--- config.mk ---
export PLATFORM = sky130hd
export DESIGN_NAME = trap_cordic
export DESIGN_NICKNAME = d
export VERILOG_FILES = /design/src/hw/rtl/trap_pkg.sv /design/src/hw/rtl/trap_cordic.sv
export SDC_FILE = /design/constraint.sdc
export NUM_CORES = 2
export LEC_CHECK = 0
export BUFFER_PORTS_ARGS = -buffer_cell sky130_fd_sc_hd__buf_2
export CAP_MARGIN = 20
export CELL_PAD_IN_SITES_DETAIL_PLACEMENT = 1
export CELL_PAD_IN_SITES_GLOBAL_PLACEMENT = 2
export CORE_MARGIN = 4
export CORE_UTILIZATION = 35
export DETAILED_ROUTE_END_ITERATION = 10
export PLACE_DENSITY_LB_ADDON = 0.1
export SYNTH_ARGS = -nofsm -noshare
export SYNTH_HDL_FRONTEND = slang
export SYNTH_SLANG_ARGS = --single-unit
--- constraint.sdc ---
create_clock -name clk -period 6.1 [get_ports clk]
set_clock_uncertainty 0.2 [all_clocks]
set_input_delay 0 -clock clk [delete_from_list [all_inputs] [get_ports clk]]
set_output_delay 0 -clock clk [all_outputs]
set_load 0.05 [all_outputs]
--- src/hw/rtl/trap_pkg.sv ---
// Shared types, constants and latencies for the triangle rotation block.
package trap_pkg;

    // Build-time configuration.
    localparam int CORDIC_STAGES = 16;
    localparam int FRAC_BITS     = 16;

    // The arctangent table has a fixed length, and it caps the number of stages.
    localparam int ATAN_LEN = 30;
    localparam int NSTG     = (CORDIC_STAGES < ATAN_LEN) ? CORDIC_STAGES : ATAN_LEN;

    // Datapath widths.
    localparam int COORD_W = 32;
    localparam int XY_W    = 34;
    localparam int Z_W     = 34;

    // Arctangent table for 2^-i, Q2.30, truncated.
    localparam logic [31:0] ATAN_Q30 [ATAN_LEN] = '{
        32'd843314856, 32'd497837829, 32'd263043836, 32'd133525158, 32'd67021686,
        32'd33543515,  32'd16775850,  32'd8388437,   32'd4194282,   32'd2097149,
        32'd1048575,   32'd524287,    32'd262143,    32'd131071,    32'd65535,
        32'd32767,     32'd16383,     32'd8191,      32'd4095,      32'd2047,
        32'd1023,      32'd511,       32'd255,       32'd127,       32'd63,
        32'd31,        32'd15,        32'd8,         32'd4,         32'd2
    };

    // CORDIC start value (gain compensation) and pi, both Q2.30.
    localparam logic signed [XY_W-1:0] GAIN_Q30 = 34'sd652032874;
    localparam logic [31:0]            PI_Q30   = 32'd3373259426;

    // Angle constants in the input's degree format.
    localparam longint FULL_ANG    = longint'(360) << FRAC_BITS;
    localparam longint HALF_ANG    = longint'(180) << FRAC_BITS;
    localparam longint QUARTER_ANG = longint'(90) << FRAC_BITS;

    // A whole number of turns added so that the wrap works on a non-negative value.
    localparam longint ANG_OFFSET =
        (((longint'(1) << 31) + FULL_ANG - 1) / FULL_ANG) * FULL_ANG;
    localparam int     MOD_W     = 34;
    localparam longint MAX_RED   = (longint'(1) << 31) - 1 + ANG_OFFSET;
    localparam int     MOD_STEPS = $clog2(MAX_RED / FULL_ANG + 1);

    // Widths of the folded angle and the degree-to-radian conversion.
    localparam int     RES_W      = $clog2(FULL_ANG);
    localparam int     MAG_W      = $clog2(QUARTER_ANG + 1);
    localparam int     PROD_W     = MAG_W + 32;
    // 180 << FRAC_BITS is 45 << (FRAC_BITS + 2): a shift, then a divide by 45.
    localparam int     DIV_SHIFT  = FRAC_BITS + 2;
    localparam longint RND_ANG    = HALF_ANG / 2;
    localparam int     NUM_W      = PROD_W + 1 - DIV_SHIFT;
    localparam int     DIV_BITS   = 4;
    localparam int     DIV_STAGES = (NUM_W + DIV_BITS - 1) / DIV_BITS;
    localparam int     DIV_W      = DIV_STAGES * DIV_BITS;
    localparam int     DIV_DEN    = 45;
    localparam int     REM_W      = 6;

    // Pipeline latencies in clock cycles.
    localparam int RED_LAT    = 1 + MOD_STEPS + 1 + 1 + 1 + DIV_STAGES + 1;
    localparam int CORDIC_LAT = NSTG + 1;
    localparam int LANE_LAT   = 4;
    localparam int PAY_LAT    = RED_LAT + CORDIC_LAT;
    localparam int TOTAL_LAT  = PAY_LAT + LANE_LAT;

    // Request: angle, pivot and three vertices.
    typedef struct packed {
        logic signed [COORD_W-1:0] angle_deg;
        logic signed [COORD_W-1:0] pivot_x;
        logic signed [COORD_W-1:0] pivot_y;
        logic signed [COORD_W-1:0] vert_a_x;
        logic signed [COORD_W-1:0] vert_a_y;
        logic signed [COORD_W-1:0] vert_b_x;
        logic signed [COORD_W-1:0] vert_b_y;
        logic signed [COORD_W-1:0] vert_c_x;
        logic signed [COORD_W-1:0] vert_c_y;
    } request_t;

    // Result: the three rotated vertices.
    typedef struct packed {
        logic signed [COORD_W-1:0] rot_a_x;
        logic signed [COORD_W-1:0] rot_a_y;
        logic signed [COORD_W-1:0] rot_b_x;
        logic signed [COORD_W-1:0] rot_b_y;
        logic signed [COORD_W-1:0] rot_c_x;
        logic signed [COORD_W-1:0] rot_c_y;
    } result_t;

    // Folded angle in radians, plus the flag that negates cosine and sine.
    typedef struct packed {
        logic signed [Z_W-1:0] z;
        logic                  neg;
    } angle_t;

    // Cosine and sine, Q2.30.
    typedef struct packed {
        logic signed [31:0] cos_v;
        logic signed [31:0] sin_v;
    } trig_t;

    // One point.
    typedef struct packed {
        logic signed [COORD_W-1:0] x;
        logic signed [COORD_W-1:0] y;
    } point_t;

endpackage

--- src/hw/rtl/trap_cordic.sv ---
// Pipelined rotation-mode CORDIC giving cosine and sine, one stage a clock.
module trap_cordic (
    input  logic             clk,
    input  trap_pkg::angle_t angle,
    output trap_pkg::trig_t  trig
);

    localparam int N    = trap_pkg::NSTG;
    localparam int XY_W = trap_pkg::XY_W;
    localparam int Z_W  = trap_pkg::Z_W;

    logic signed [XY_W-1:0] x_reg [N];
    logic signed [XY_W-1:0] y_reg [N];
    logic signed [Z_W-1:0]  z_reg [N];
    logic                   n_reg [N];
    trap_pkg::trig_t        trig_reg;

    // One micro-rotation per stage.
    for (genvar i = 0; i < N; i++) begin : g_stage
        logic signed [XY_W-1:0] xi, yi;
        logic signed [Z_W-1:0]  zi;
        logic                   ni;
        logic signed [Z_W-1:0]  at;
        if (i == 0) begin : g_first
            assign xi = trap_pkg::GAIN_Q30;
            assign yi = '0;
            assign zi = angle.z;
            assign ni = angle.neg;
        end else begin : g_next
            assign xi = x_reg[i-1];
            assign yi = y_reg[i-1];
            assign zi = z_reg[i-1];
            assign ni = n_reg[i-1];
        end
        assign at = signed'(Z_W'(trap_pkg::ATAN_Q30[i]));
        always_ff @(posedge clk)
        begin
            if (zi >= 0)
            begin
                x_reg[i] <= xi - (yi >>> i);
                y_reg[i] <= yi + (xi >>> i);
                z_reg[i] <= zi - at;
            end
            else
            begin
                x_reg[i] <= xi + (yi >>> i);
                y_reg[i] <= yi - (xi >>> i);
                z_reg[i] <= zi + at;
            end
            n_reg[i] <= ni;
        end
    end

    // Undo the half-turn fold.
    always_ff @(posedge clk)
    begin
        trig_reg.cos_v <= n_reg[N-1] ? 32'(-x_reg[N-1]) : 32'(x_reg[N-1]);
        trig_reg.sin_v <= n_reg[N-1] ? 32'(-y_reg[N-1]) : 32'(y_reg[N-1]);
    end

    assign trig = trig_reg;

endmodule

==> qor.yml <==
antenna_found_initial: 17
synth-seq-cells: 1548
cp_common_cell: "dlygate4sd3_1"
crit_fanout: 6
clock_latency_ps: 870
die_h_um: 576
yosys_warnings: 0
grt_pass1_vias: 103000
syn_to_final_growth_pct: 13.4
crit_buf_inv: 6
synth_nets: 14700
start_util: 0.351
dp_hpwl_um: 305000
grt_max_degree: 65
cap_violations: 0
reg2reg_slack_ps: 330
grt_use_total: 0.216
cp_cell_sequence: "dlygate4sd3_1 -> buf_2 -> dlygate4sd3_1 -> inv_1 -> ha_1 -> nor4b_2 -> nand4_1 -> nor4_2 -> and4_1 -> nand2b_2 -> clkinvlp_4 -> ha_1 -> a21oi_1 -> o21bai_1 -> a21oi_1 -> o22ai_1 -> a41oi_1 -> a211oi_1 -> a41o_1 -> or4_1 -> a31oi_1 -> o21ai_0 -> xnor2_1 -> dlygate4sd3_1"
drv_slew: 0
hold_class: "primary input to register"
detailed_place.area_um2: 120000
synth.avg_cell_area_um2: 8.53
arrival_ps: 6400
startpoint_type: "primary input"
crit_family: "buffers and inverters"
hp-start: "angle[5]"
drive_gt1_frac: 0.0644
setup_violations: 0
synthTopCellsByCount: "1548 x dfxtp_1, 1439 x ha_1, 1305 x xnor2_1"
num_vias: 97800
crit-reg2reg-launch: "z_reg[0][169]"
relSlewSlack: 0.237
hold_end: "z_reg[0][6]"
path_class: "primary input to register"
io_pins: 100
yosys-top-cells-area: "dfxtp_1 27%, ha_1 16%, xnor2_1 10%"
wire_per_inst_um: 20.3
cts_tree: "done"
synth_flop_cell: "dfxtp_1"
h-tree-depth: 4
gr-total-overflow: 0
ys_seq_area_frac: 0.275
timing.reg2reg.worst_path_depth: 20
synthDistinctLibCells: 99
routed_wirelength_um: 369000
place.port_buffers: 99
post-route-util: 0.398
synth_edf_count: 0
drt-pass1-iter-count: 5
fmax_mhz: 171
drt_iter0_drc: 4243
synth.most_common_cell: "dfxtp_1"
slowest_delay_ps: 600
clockRootBuffer: "clkbuf_16"
required_ps: 6650
core-area_um2: 321000
gp_congestion: 0.895
whs_path_depth: 6
ant_nets: 0
die_area_um2: 332000
cts_made_buffers: 190
fin_crit_sh: 0.960
async_flop_share: 0
cts_max_path_buffers: 4
nNetsFinal: 15200
fillers: 37700
cts_sinks: 1548
die_x_um: 576
remaining_drc_errors: 0
row_count: 208
outcome: "finished, final reports clean"
cp-end-kind: "register"
worst_path_max_delay_cell: "dlygate4sd3_1"
netlist.area_leader.share: 0.275
reg2reg_to: "z_reg[0][202]"
largest_register_ffs: 509
grt_pass1_wl_um: 584000
yosys.area.top_type: "dfxtp_1"
tightest_slew_ps: 1140
hold_viol: 0
syn-cell-area_um2: 113000
synthCells: 13200
design_area_um2: 128000
post_drt_via_cell_ratio: 5.39
period_needed_ps: 5850
path_clk_slew_ps: 50
## how the worst max path moves through the flow
stage                   from             to  slack (ps)  cells past startpoint
2_1_floorplan  z_reg[0][101]   x_reg[1][66]         600                     24
3_3_place_gp   z_reg[0][203]   x_reg[3][33]        -250                     22
3_5_place_dp   z_reg[0][203]   x_reg[3][33]        -340                     22
4_1_cts         z_reg[1][33]   y_reg[1][66]           3                     22
5_1_grt        z_reg[0][203]  z_reg[0][237]          -8                     21
6_report           angle[34]   z_reg[0][32]         250                     24
## metrics by stage
step	setup TNS [ps]	hold WS, ps	cells	worst slack, ps
after floorplan	0	-172	13200	602
after global placement	-957	-58.2	17700	-253
after detailed placement	-1160	-57.4	17700	-344
after CTS	0	23.7	18100	2.69
after global routing	-8.35	97.0	18100	-8.35
final	0	89.9	18100	245
## cell type report
| cell class | instances | area (µm²) | area share |
|---|---|---|---|
| sequential | 1548 | 31000 | 0.242 |
| timing repair buffer | 422 | 3290 | 0.0257 |
| timing repair inverter | 1 | 5.00 | 0.0000391 |
| tap | 4305 | 5390 | 0.0421 |
| antenna | 3 | 7.51 | 0.0000587 |
| clock buffer | 247 | 5310 | 0.0415 |
| multi-input combinational | 10900 | 79400 | 0.620 |
| inverter | 589 | 2220 | 0.0174 |
| clock inverter | 97 | 1360 | 0.0107 |
## placed cells by master, fill, tap and decap left out, drive strengths merged, types with 76 or more instances in the layout
master	count
inv	596
and3	105
or2	78
dfxtp	1548
a21o	583
nor2b	165
o21a	232
nor4	148
o21bai	152
xor2	625
clkbuf	248
dlygate4sd3	98
nor2	971
nor3	263
and2	76
nand4	85
nand3	209
a31oi	105
buf	323
o21ai	788
a21oi	1212
ha	1439
xnor2	1305
a211oi	108
o31ai	208
nand2	808
or4	92
or3	142
nand2b	241
## worst min-delay path, stage by stage
cell	delay (ps)
dlygate4sd3_1	510
buf_2	120
ha_1	150
a21o_1	100
a21oi_2	70
xnor2_1	120
## kinds of logic after synthesis
family / synth area share
AND/OR/NAND/NOR: 0.154
XOR/XNOR: 0.150
flip-flops: 0.275
AO/OA/AOI/OAI: 0.225
adder cells (fa/ha/maj): 0.168
multiplexers: 0.00373
buffers and inverters: 0.0249
## timing repair
item                                    in CTS  in global routing
hold endpoints to repair                    37                  0
resized for setup                            9                 61
endpoints found under the setup margin      20                 72
setup buffers                                0                 11
gates cloned                                 1                  3
pin swaps                                    1                  8
hold buffers                                98                  0
## metal layers
metal | routed length (µm) | global-route usage | vias to the layer above
li1 | - | - | 48700
met4 | 9560 | 0.0552 | 0
met3 | 10900 | 0.0211 | 467
met2 | 180000 | 0.388 | 1209
met5 | 0 | 0 | -
met1 | 168000 | 0.275 | 47400
Power is left out: the tool's default activity adds up to more than one toggle a clock period on the data nets, which glitch-free logic cannot reach.
