--- config.mk ---
export PLATFORM = sky130hd
export DESIGN_NAME = trap_reduce
export DESIGN_NICKNAME = d
export VERILOG_FILES = /design/src/hw/rtl/trap_pkg.sv /design/src/hw/rtl/trap_reduce.sv
export SDC_FILE = /design/constraint.sdc
export NUM_CORES = 2
export LEC_CHECK = 0
export BUFFER_PORTS_ARGS = -buffer_cell sky130_fd_sc_hd__buf_4
export CAP_MARGIN = 0
export CORE_ASPECT_RATIO = 0.6
export CORE_MARGIN = 3
export CORE_UTILIZATION = 46
export CTS_CLUSTER_SIZE = 8
export DETAILED_ROUTE_END_ITERATION = 16
export SYNTH_ARGS = -nofsm -noshare
export SYNTH_HDL_FRONTEND = slang
export SYNTH_SLANG_ARGS = --single-unit
--- constraint.sdc ---
create_clock -name clk -period 9.7 [get_ports clk]
set_input_delay 1.455 -clock clk [delete_from_list [all_inputs] [get_ports clk]]
set_output_delay 1.455 -clock clk [all_outputs]
set_load 0.02 [all_outputs]
--- src/hw/rtl/trap_pkg.sv ---
// Shared types, constants and latencies for the triangle rotation block.
package trap_pkg;

    // Build-time configuration.
    localparam int CORDIC_STAGES = 16;
    localparam int FRAC_BITS     = 16;

    // The arctangent table has a fixed length, and it caps the number of stages.
    localparam int ATAN_LEN = 30;
    localparam int NSTG     = (CORDIC_STAGES < ATAN_LEN) ? CORDIC_STAGES : ATAN_LEN;

    // Datapath widths.
    localparam int COORD_W = 32;
    localparam int XY_W    = 34;
    localparam int Z_W     = 34;

    // Arctangent table for 2^-i, Q2.30, truncated.
    localparam logic [31:0] ATAN_Q30 [ATAN_LEN] = '{
        32'd843314856, 32'd497837829, 32'd263043836, 32'd133525158, 32'd67021686,
        32'd33543515,  32'd16775850,  32'd8388437,   32'd4194282,   32'd2097149,
        32'd1048575,   32'd524287,    32'd262143,    32'd131071,    32'd65535,
        32'd32767,     32'd16383,     32'd8191,      32'd4095,      32'd2047,
        32'd1023,      32'd511,       32'd255,       32'd127,       32'd63,
        32'd31,        32'd15,        32'd8,         32'd4,         32'd2
    };

    // CORDIC start value (gain compensation) and pi, both Q2.30.
    localparam logic signed [XY_W-1:0] GAIN_Q30 = 34'sd652032874;
    localparam logic [31:0]            PI_Q30   = 32'd3373259426;

    // Angle constants in the input's degree format.
    localparam longint FULL_ANG    = longint'(360) << FRAC_BITS;
    localparam longint HALF_ANG    = longint'(180) << FRAC_BITS;
    localparam longint QUARTER_ANG = longint'(90) << FRAC_BITS;

    // A whole number of turns added so that the wrap works on a non-negative value.
    localparam longint ANG_OFFSET =
        (((longint'(1) << 31) + FULL_ANG - 1) / FULL_ANG) * FULL_ANG;
    localparam int     MOD_W     = 34;
    localparam longint MAX_RED   = (longint'(1) << 31) - 1 + ANG_OFFSET;
    localparam int     MOD_STEPS = $clog2(MAX_RED / FULL_ANG + 1);

    // Widths of the folded angle and the degree-to-radian conversion.
    localparam int     RES_W      = $clog2(FULL_ANG);
    localparam int     MAG_W      = $clog2(QUARTER_ANG + 1);
    localparam int     PROD_W     = MAG_W + 32;
    // 180 << FRAC_BITS is 45 << (FRAC_BITS + 2): a shift, then a divide by 45.
    localparam int     DIV_SHIFT  = FRAC_BITS + 2;
    localparam longint RND_ANG    = HALF_ANG / 2;
    localparam int     NUM_W      = PROD_W + 1 - DIV_SHIFT;
    localparam int     DIV_BITS   = 4;
    localparam int     DIV_STAGES = (NUM_W + DIV_BITS - 1) / DIV_BITS;
    localparam int     DIV_W      = DIV_STAGES * DIV_BITS;
    localparam int     DIV_DEN    = 45;
    localparam int     REM_W      = 6;

    // Pipeline latencies in clock cycles.
    localparam int RED_LAT    = 1 + MOD_STEPS + 1 + 1 + 1 + DIV_STAGES + 1;
    localparam int CORDIC_LAT = NSTG + 1;
    localparam int LANE_LAT   = 4;
    localparam int PAY_LAT    = RED_LAT + CORDIC_LAT;
    localparam int TOTAL_LAT  = PAY_LAT + LANE_LAT;

    // Request: angle, pivot and three vertices.
    typedef struct packed {
        logic signed [COORD_W-1:0] angle_deg;
        logic signed [COORD_W-1:0] pivot_x;
        logic signed [COORD_W-1:0] pivot_y;
        logic signed [COORD_W-1:0] vert_a_x;
        logic signed [COORD_W-1:0] vert_a_y;
        logic signed [COORD_W-1:0] vert_b_x;
        logic signed [COORD_W-1:0] vert_b_y;
        logic signed [COORD_W-1:0] vert_c_x;
        logic signed [COORD_W-1:0] vert_c_y;
    } request_t;

    // Result: the three rotated vertices.
    typedef struct packed {
        logic signed [COORD_W-1:0] rot_a_x;
        logic signed [COORD_W-1:0] rot_a_y;
        logic signed [COORD_W-1:0] rot_b_x;
        logic signed [COORD_W-1:0] rot_b_y;
        logic signed [COORD_W-1:0] rot_c_x;
        logic signed [COORD_W-1:0] rot_c_y;
    } result_t;

    // Folded angle in radians, plus the flag that negates cosine and sine.
    typedef struct packed {
        logic signed [Z_W-1:0] z;
        logic                  neg;
    } angle_t;

    // Cosine and sine, Q2.30.
    typedef struct packed {
        logic signed [31:0] cos_v;
        logic signed [31:0] sin_v;
    } trig_t;

    // One point.
    typedef struct packed {
        logic signed [COORD_W-1:0] x;
        logic signed [COORD_W-1:0] y;
    } point_t;

endpackage

--- src/hw/rtl/trap_reduce.sv ---
// Angle reduction pipeline: wrap to one turn, fold to +/-90 degrees, convert to radians.
module trap_reduce (
    input  logic                                 clk,
    input  logic signed [trap_pkg::COORD_W-1:0] angle_deg,
    output trap_pkg::angle_t                     angle
);

    localparam int MOD_W  = trap_pkg::MOD_W;
    localparam int RES_W  = trap_pkg::RES_W;
    localparam int MAG_W  = trap_pkg::MAG_W;
    localparam int PROD_W = trap_pkg::PROD_W;
    localparam int DIV_W  = trap_pkg::DIV_W;
    localparam int DIV_B  = trap_pkg::DIV_BITS;
    localparam int NDIV   = trap_pkg::DIV_STAGES;
    localparam int REM_W  = trap_pkg::REM_W;
    localparam int NMOD   = trap_pkg::MOD_STEPS;
    localparam int Z_W    = trap_pkg::Z_W;

    logic [MOD_W-1:0]  off_reg;
    logic [MOD_W-1:0]  mod_reg [NMOD];
    logic [MAG_W-1:0]  mag_reg;
    logic              msign_f_reg, neg_f_reg;
    logic [PROD_W-1:0] prod_reg;
    logic              msign_p_reg, neg_p_reg;
    logic [DIV_W-1:0]  num_reg;
    logic              msign_n_reg, neg_n_reg;
    logic [REM_W-1:0]  rem_reg  [NDIV];
    logic [DIV_W-1:0]  dnum_reg [NDIV];
    logic [DIV_W-1:0]  quo_reg  [NDIV];
    logic              dsgn_reg [NDIV];
    logic              dneg_reg [NDIV];
    trap_pkg::angle_t  angle_reg;

    // Shift the angle up by whole turns so that it is non-negative.
    always_ff @(posedge clk)
    begin
        off_reg <= MOD_W'(angle_deg) + MOD_W'(trap_pkg::ANG_OFFSET);
    end

    // Modulo one turn by compare and subtract, one multiple of a turn a stage.
    for (genvar j = 0; j < NMOD; j++) begin : g_mod
        logic [MOD_W-1:0] m_in;
        if (j == 0) begin : g_first
            assign m_in = off_reg;
        end else begin : g_next
            assign m_in = mod_reg[j-1];
        end
        always_ff @(posedge clk)
        begin
            if (m_in >= MOD_W'(trap_pkg::FULL_ANG << (NMOD - 1 - j)))
            begin
                mod_reg[j] <= m_in - MOD_W'(trap_pkg::FULL_ANG << (NMOD - 1 - j));
            end
            else
            begin
                mod_reg[j] <= m_in;
            end
        end
    end

    // Fold into [-90, 90] degrees and take the magnitude.
    always_ff @(posedge clk)
    begin
        logic [RES_W-1:0]        m;
        logic signed [RES_W:0]   ms;
        logic signed [RES_W:0]   mf;
        logic                    ng;
        m  = mod_reg[NMOD-1][RES_W-1:0];
        ms = signed'({1'b0, m});
        ng = 1'b0;
        if (({1'b0, m} > (RES_W+1)'(trap_pkg::QUARTER_ANG))
            && ({1'b0, m} <= (RES_W+1)'(3 * trap_pkg::QUARTER_ANG)))
        begin
            mf = ms - signed'((RES_W+1)'(trap_pkg::HALF_ANG));
            ng = 1'b1;
        end
        else if ({1'b0, m} > (RES_W+1)'(3 * trap_pkg::QUARTER_ANG))
        begin
            mf = ms - signed'((RES_W+1)'(trap_pkg::FULL_ANG));
        end
        else
        begin
            mf = ms;
        end
        mag_reg     <= (mf < 0) ? MAG_W'(-mf) : MAG_W'(mf);
        msign_f_reg <= mf[RES_W];
        neg_f_reg   <= ng;
    end

    // Scale the magnitude by pi.
    always_ff @(posedge clk)
    begin
        prod_reg    <= PROD_W'(mag_reg) * PROD_W'(trap_pkg::PI_Q30);
        msign_p_reg <= msign_f_reg;
        neg_p_reg   <= neg_f_reg;
    end

    // Add half the divisor for rounding and take out its power-of-two factor.
    always_ff @(posedge clk)
    begin
        logic [PROD_W:0] sum;
        sum = {1'b0, prod_reg} + (PROD_W+1)'(trap_pkg::RND_ANG);
        num_reg     <= DIV_W'(sum >> trap_pkg::DIV_SHIFT);
        msign_n_reg <= msign_p_reg;
        neg_n_reg   <= neg_p_reg;
    end

    // Long division by 45, a few quotient bits a stage.
    for (genvar s = 0; s < NDIV; s++) begin : g_div
        logic [REM_W-1:0] r_in;
        logic [DIV_W-1:0] n_in, q_in;
        logic             s_in, g_in;
        logic [REM_W-1:0] r_out;
        logic [DIV_B-1:0] qb;
        if (s == 0) begin : g_first
            assign r_in = '0;
            assign n_in = num_reg;
            assign q_in = '0;
            assign s_in = msign_n_reg;
            assign g_in = neg_n_reg;
        end else begin : g_next
            assign r_in = rem_reg[s-1];
            assign n_in = dnum_reg[s-1];
            assign q_in = quo_reg[s-1];
            assign s_in = dsgn_reg[s-1];
            assign g_in = dneg_reg[s-1];
        end
        always_comb
        begin
            logic [REM_W:0] t;
            r_out = r_in;
            qb    = '0;
            for (int b = 0; b < DIV_B; b++)
            begin
                t = {r_out, n_in[DIV_W-1-b]};
                if (t >= (REM_W+1)'(trap_pkg::DIV_DEN))
                begin
                    r_out          = REM_W'(t - (REM_W+1)'(trap_pkg::DIV_DEN));
                    qb[DIV_B-1-b]  = 1'b1;
                end
                else
                begin
                    r_out = t[REM_W-1:0];
                end
            end
        end
        always_ff @(posedge clk)
        begin
            rem_reg[s]  <= r_out;
            dnum_reg[s] <= n_in << DIV_B;
            quo_reg[s]  <= {q_in[DIV_W-DIV_B-1:0], qb};
            dsgn_reg[s] <= s_in;
            dneg_reg[s] <= g_in;
        end
    end

    // Reattach the sign; the radian value always stays below 2^31.
    always_ff @(posedge clk)
    begin
        logic signed [Z_W-1:0] qz;
        qz = signed'(Z_W'(quo_reg[NDIV-1][30:0]));
        angle_reg.z   <= dsgn_reg[NDIV-1] ? -qz : qz;
        angle_reg.neg <= dneg_reg[NDIV-1];
    end

    assign angle = angle_reg;

endmodule

==> reports/qor.yml <==
yosys:
  syn-num-nets: 4226
  synthTopCellsByCount: "dfxtp_1 (822), inv_1 (491), ha_1 (356), fa_1 (231), xnor2_1 (196)"
  yosysSeqAreaShare: 0.426
  synth_most_common_cell: "dfxtp_1"
  syn_inst: 3606
  synth_edf_count: 0
  syn_area_per_cell_um2: 10.7
  ys_types: 111
  synth_ff_type: "dfxtp_1"
  synth_largest_area_cell: "dfxtp_1"
  syn_area_mm2: 0.0386
  ys_ff_latch: 822
  synth_area_leaders: "dfxtp_1 (43%), fa_1 (12%), ha_1 (12%)"
  yosys_warnings: 0
  yosysTopAreaCellShare: 0.426
  async_reset_ff_frac: 0
sta:
  skew_ns: 0.0601
  post-route-period-util: 0.848
  maxSlewViolCount: 0
  fin_setup_tns_ns: 0
  rsz0062_at_grt: "false"
  timing.final.crit_period_ns: 8.23
  tightest_slew_ns: 1.11
  slew_headroom: 0.261
  fmax_mhz: 122
  final_hold_viol_count: 0
  finalSetupViolCount: 0
routing:
  dr.first_iter.drc_count: 1651
  routed_wl_um: 76300
  postRouteAntennaNets: 0
  avgViaCountPerCell: 4.99
  vias: 24500
  wl_per_cell_um: 15.6
  drt_first_pass_iters: 5
  route.detailed.drc: 0
global_routing:
  grt_start_max_net_pins: 34
  grt-ovfl-total: 0
  grt_pass1_vias: 23500
  grt_first_pass_wirelength_um: 125000
  antenna_found_initial: 2
  grt_usage: 0.177
setup_path:
  critPathMaxFanout: 8
  rr_worst_depth: 27
  r2r-end: "prod_reg[54]"
  worstPathArrival_ns: 8.81
  cp-startpoint: "mag_reg[5]"
  rrSetupSlack_ns: 1.47
  crit_type: "reg2reg"
  start_kind: "register"
  end_kind: "register"
  cp_data_required_time_ns: 10.29
  reg2reg_from: "mag_reg[5]"
cells_and_area:
  syn2layout_area_growth_pct: 12.7
  regArea_mm2: 0.0165
  largest_reg_flops: 263
  drive_gt1_frac: 0.0762
  nets: 4393
  multi_input_area_mm2: 0.0202
  fill_cells: 7284
clock_tree:
  cts_inserted_buffers: 113
  cts_tree: "built"
  cts_hold_buf: 0
  cts_buffer_depth: 3
  htree_levels: 3
  cts-resized-gates: 0
  insertion_delay_ns: 0.72
  post-cts-setup-buffers: 0
  clock-root-buffer: "clkbuf_16"
  path_clk_slew_ns: 0.07
  cts_sinks: 822
hold_path:
  hold_path_class: "reg2reg"
  hold_path_startpoint: "mod_reg[0][21]"
  worstHoldPathCells: 0
  hold_end: "mod_reg[0][55]"
die:
  die_height_um: 230
  rows: 81
  start_util: 0.469
  io_pins: 68
  design.core.area_mm2: 0.0823
  die_area_mm2: 0.0875
  die_w_um: 380
placed_design:
  place_congestion: 0.905
  hpwl_um: 60100
  portBuffers: 67
run_status:
  status: "completed"
flow_run:
  max-cap-violations: 0
[how the worst max path moves through the flow]
stage               depth (start not counted)           end
finish                                     27  prod_reg[54]
global route                               27  prod_reg[54]
CTS                                        27  prod_reg[54]
detailed placement                         27  prod_reg[54]
global placement                           27  prod_reg[54]
floorplan                                  26  prod_reg[54]
[worst max-delay path, stage by stage, from the launching register on]
cell and delay (ns):
dfxtp_1 0.55, inv_1 0.12, fa_1 0.61, inv_1 0.12, fa_1 0.49, inv_1 0.05, fa_1 0.53, inv_1 0.06
fa_1 0.56, fa_1 0.45, fa_1 0.55, inv_1 0.05, fa_1 0.52, inv_1 0.04, ha_1 0.32, and4_1 0.26
nand3_1 0.10, or3_1 0.36, o32ai_1 0.16, o21ai_1 0.14, a21oi_1 0.39, o21ai_1 0.25, o32ai_1 0.33, buf_4 0.19
nand3_1 0.11, a31oi_1 0.40, nor4_1 0.09, or3_1 0.34
[area by class of cell]
cell class                 count  area share
clock inverter                 9     0.00492
clock buffer                 115      0.0654
sequential                   822       0.378
inverter                     496      0.0428
tap                         1120      0.0322
antenna                        1   0.0000575
multi-input combinational   2267       0.464
timing repair buffer          73      0.0126
[metrics by stage]
step	std cells	setup WS, ns	instance area, µm²	hold WS (ns)	util
after global placement	4778	1.50	40400	0.310	0.491
after floorplan	3606	2.39	38600	0.310	-
final	4903	1.47	43500	0.278	0.529
after global routing	4902	0.884	43500	0.294	0.529
after detailed placement	4778	1.39	40400	0.312	0.491
after CTS	4902	1.43	43500	0.278	0.529
[placed cells by master, fill, tap and decap left out, types with 17 or more instances in the layout]
| master | instances |
|---|---|
| or3_1 | 21 |
| nor2b_1 | 17 |
| mux2_2 | 17 |
| a31oi_1 | 29 |
| nor4_1 | 34 |
| ha_1 | 356 |
| o21a_1 | 25 |
| nand3_1 | 60 |
| o31ai_1 | 28 |
| fa_1 | 231 |
| xor2_1 | 85 |
| o21bai_1 | 23 |
| mux2i_1 | 56 |
| a211oi_1 | 19 |
| o21ai_1 | 25 |
| nand2b_1 | 41 |
| a21oi_1 | 116 |
| nand4_1 | 22 |
| inv_1 | 491 |
| o21ai_0 | 107 |
| xnor2_1 | 196 |
| dfxtp_1 | 822 |
| buf_4 | 73 |
| a21o_1 | 46 |
| nor2_1 | 180 |
| and3_1 | 21 |
| nor3_1 | 70 |
| o211ai_1 | 26 |
| clkbuf_16 | 113 |
| nand2_1 | 177 |
[cell families (layout without fill, tap and decap cells)]
logic type	count (synthesis)	after routing	share of synthesized area
AO/OA/AOI/OAI	588	588	0.107
XOR/XNOR	281	281	0.0638
adder cells (fa/ha/maj)	587	587	0.235
buffers and inverters	517	693	0.0510
flip-flops	822	822	0.426
multiplexers	80	80	0.0224
other	0	1	0
AND/OR/NAND/NOR	731	731	0.0945
[per-layer routing]
metal  routed length [µm]  track usage  vias up
li1                     -            -    12400
met1                42400        0.290    11300
met2                25800        0.211      641
met3                 6820       0.0582       89
met4                 1220       0.0475        0
met5                    0            0        -
Power is not shown: default switching activity piles up to over one toggle a cycle in this logic, so the estimate is an artifact.
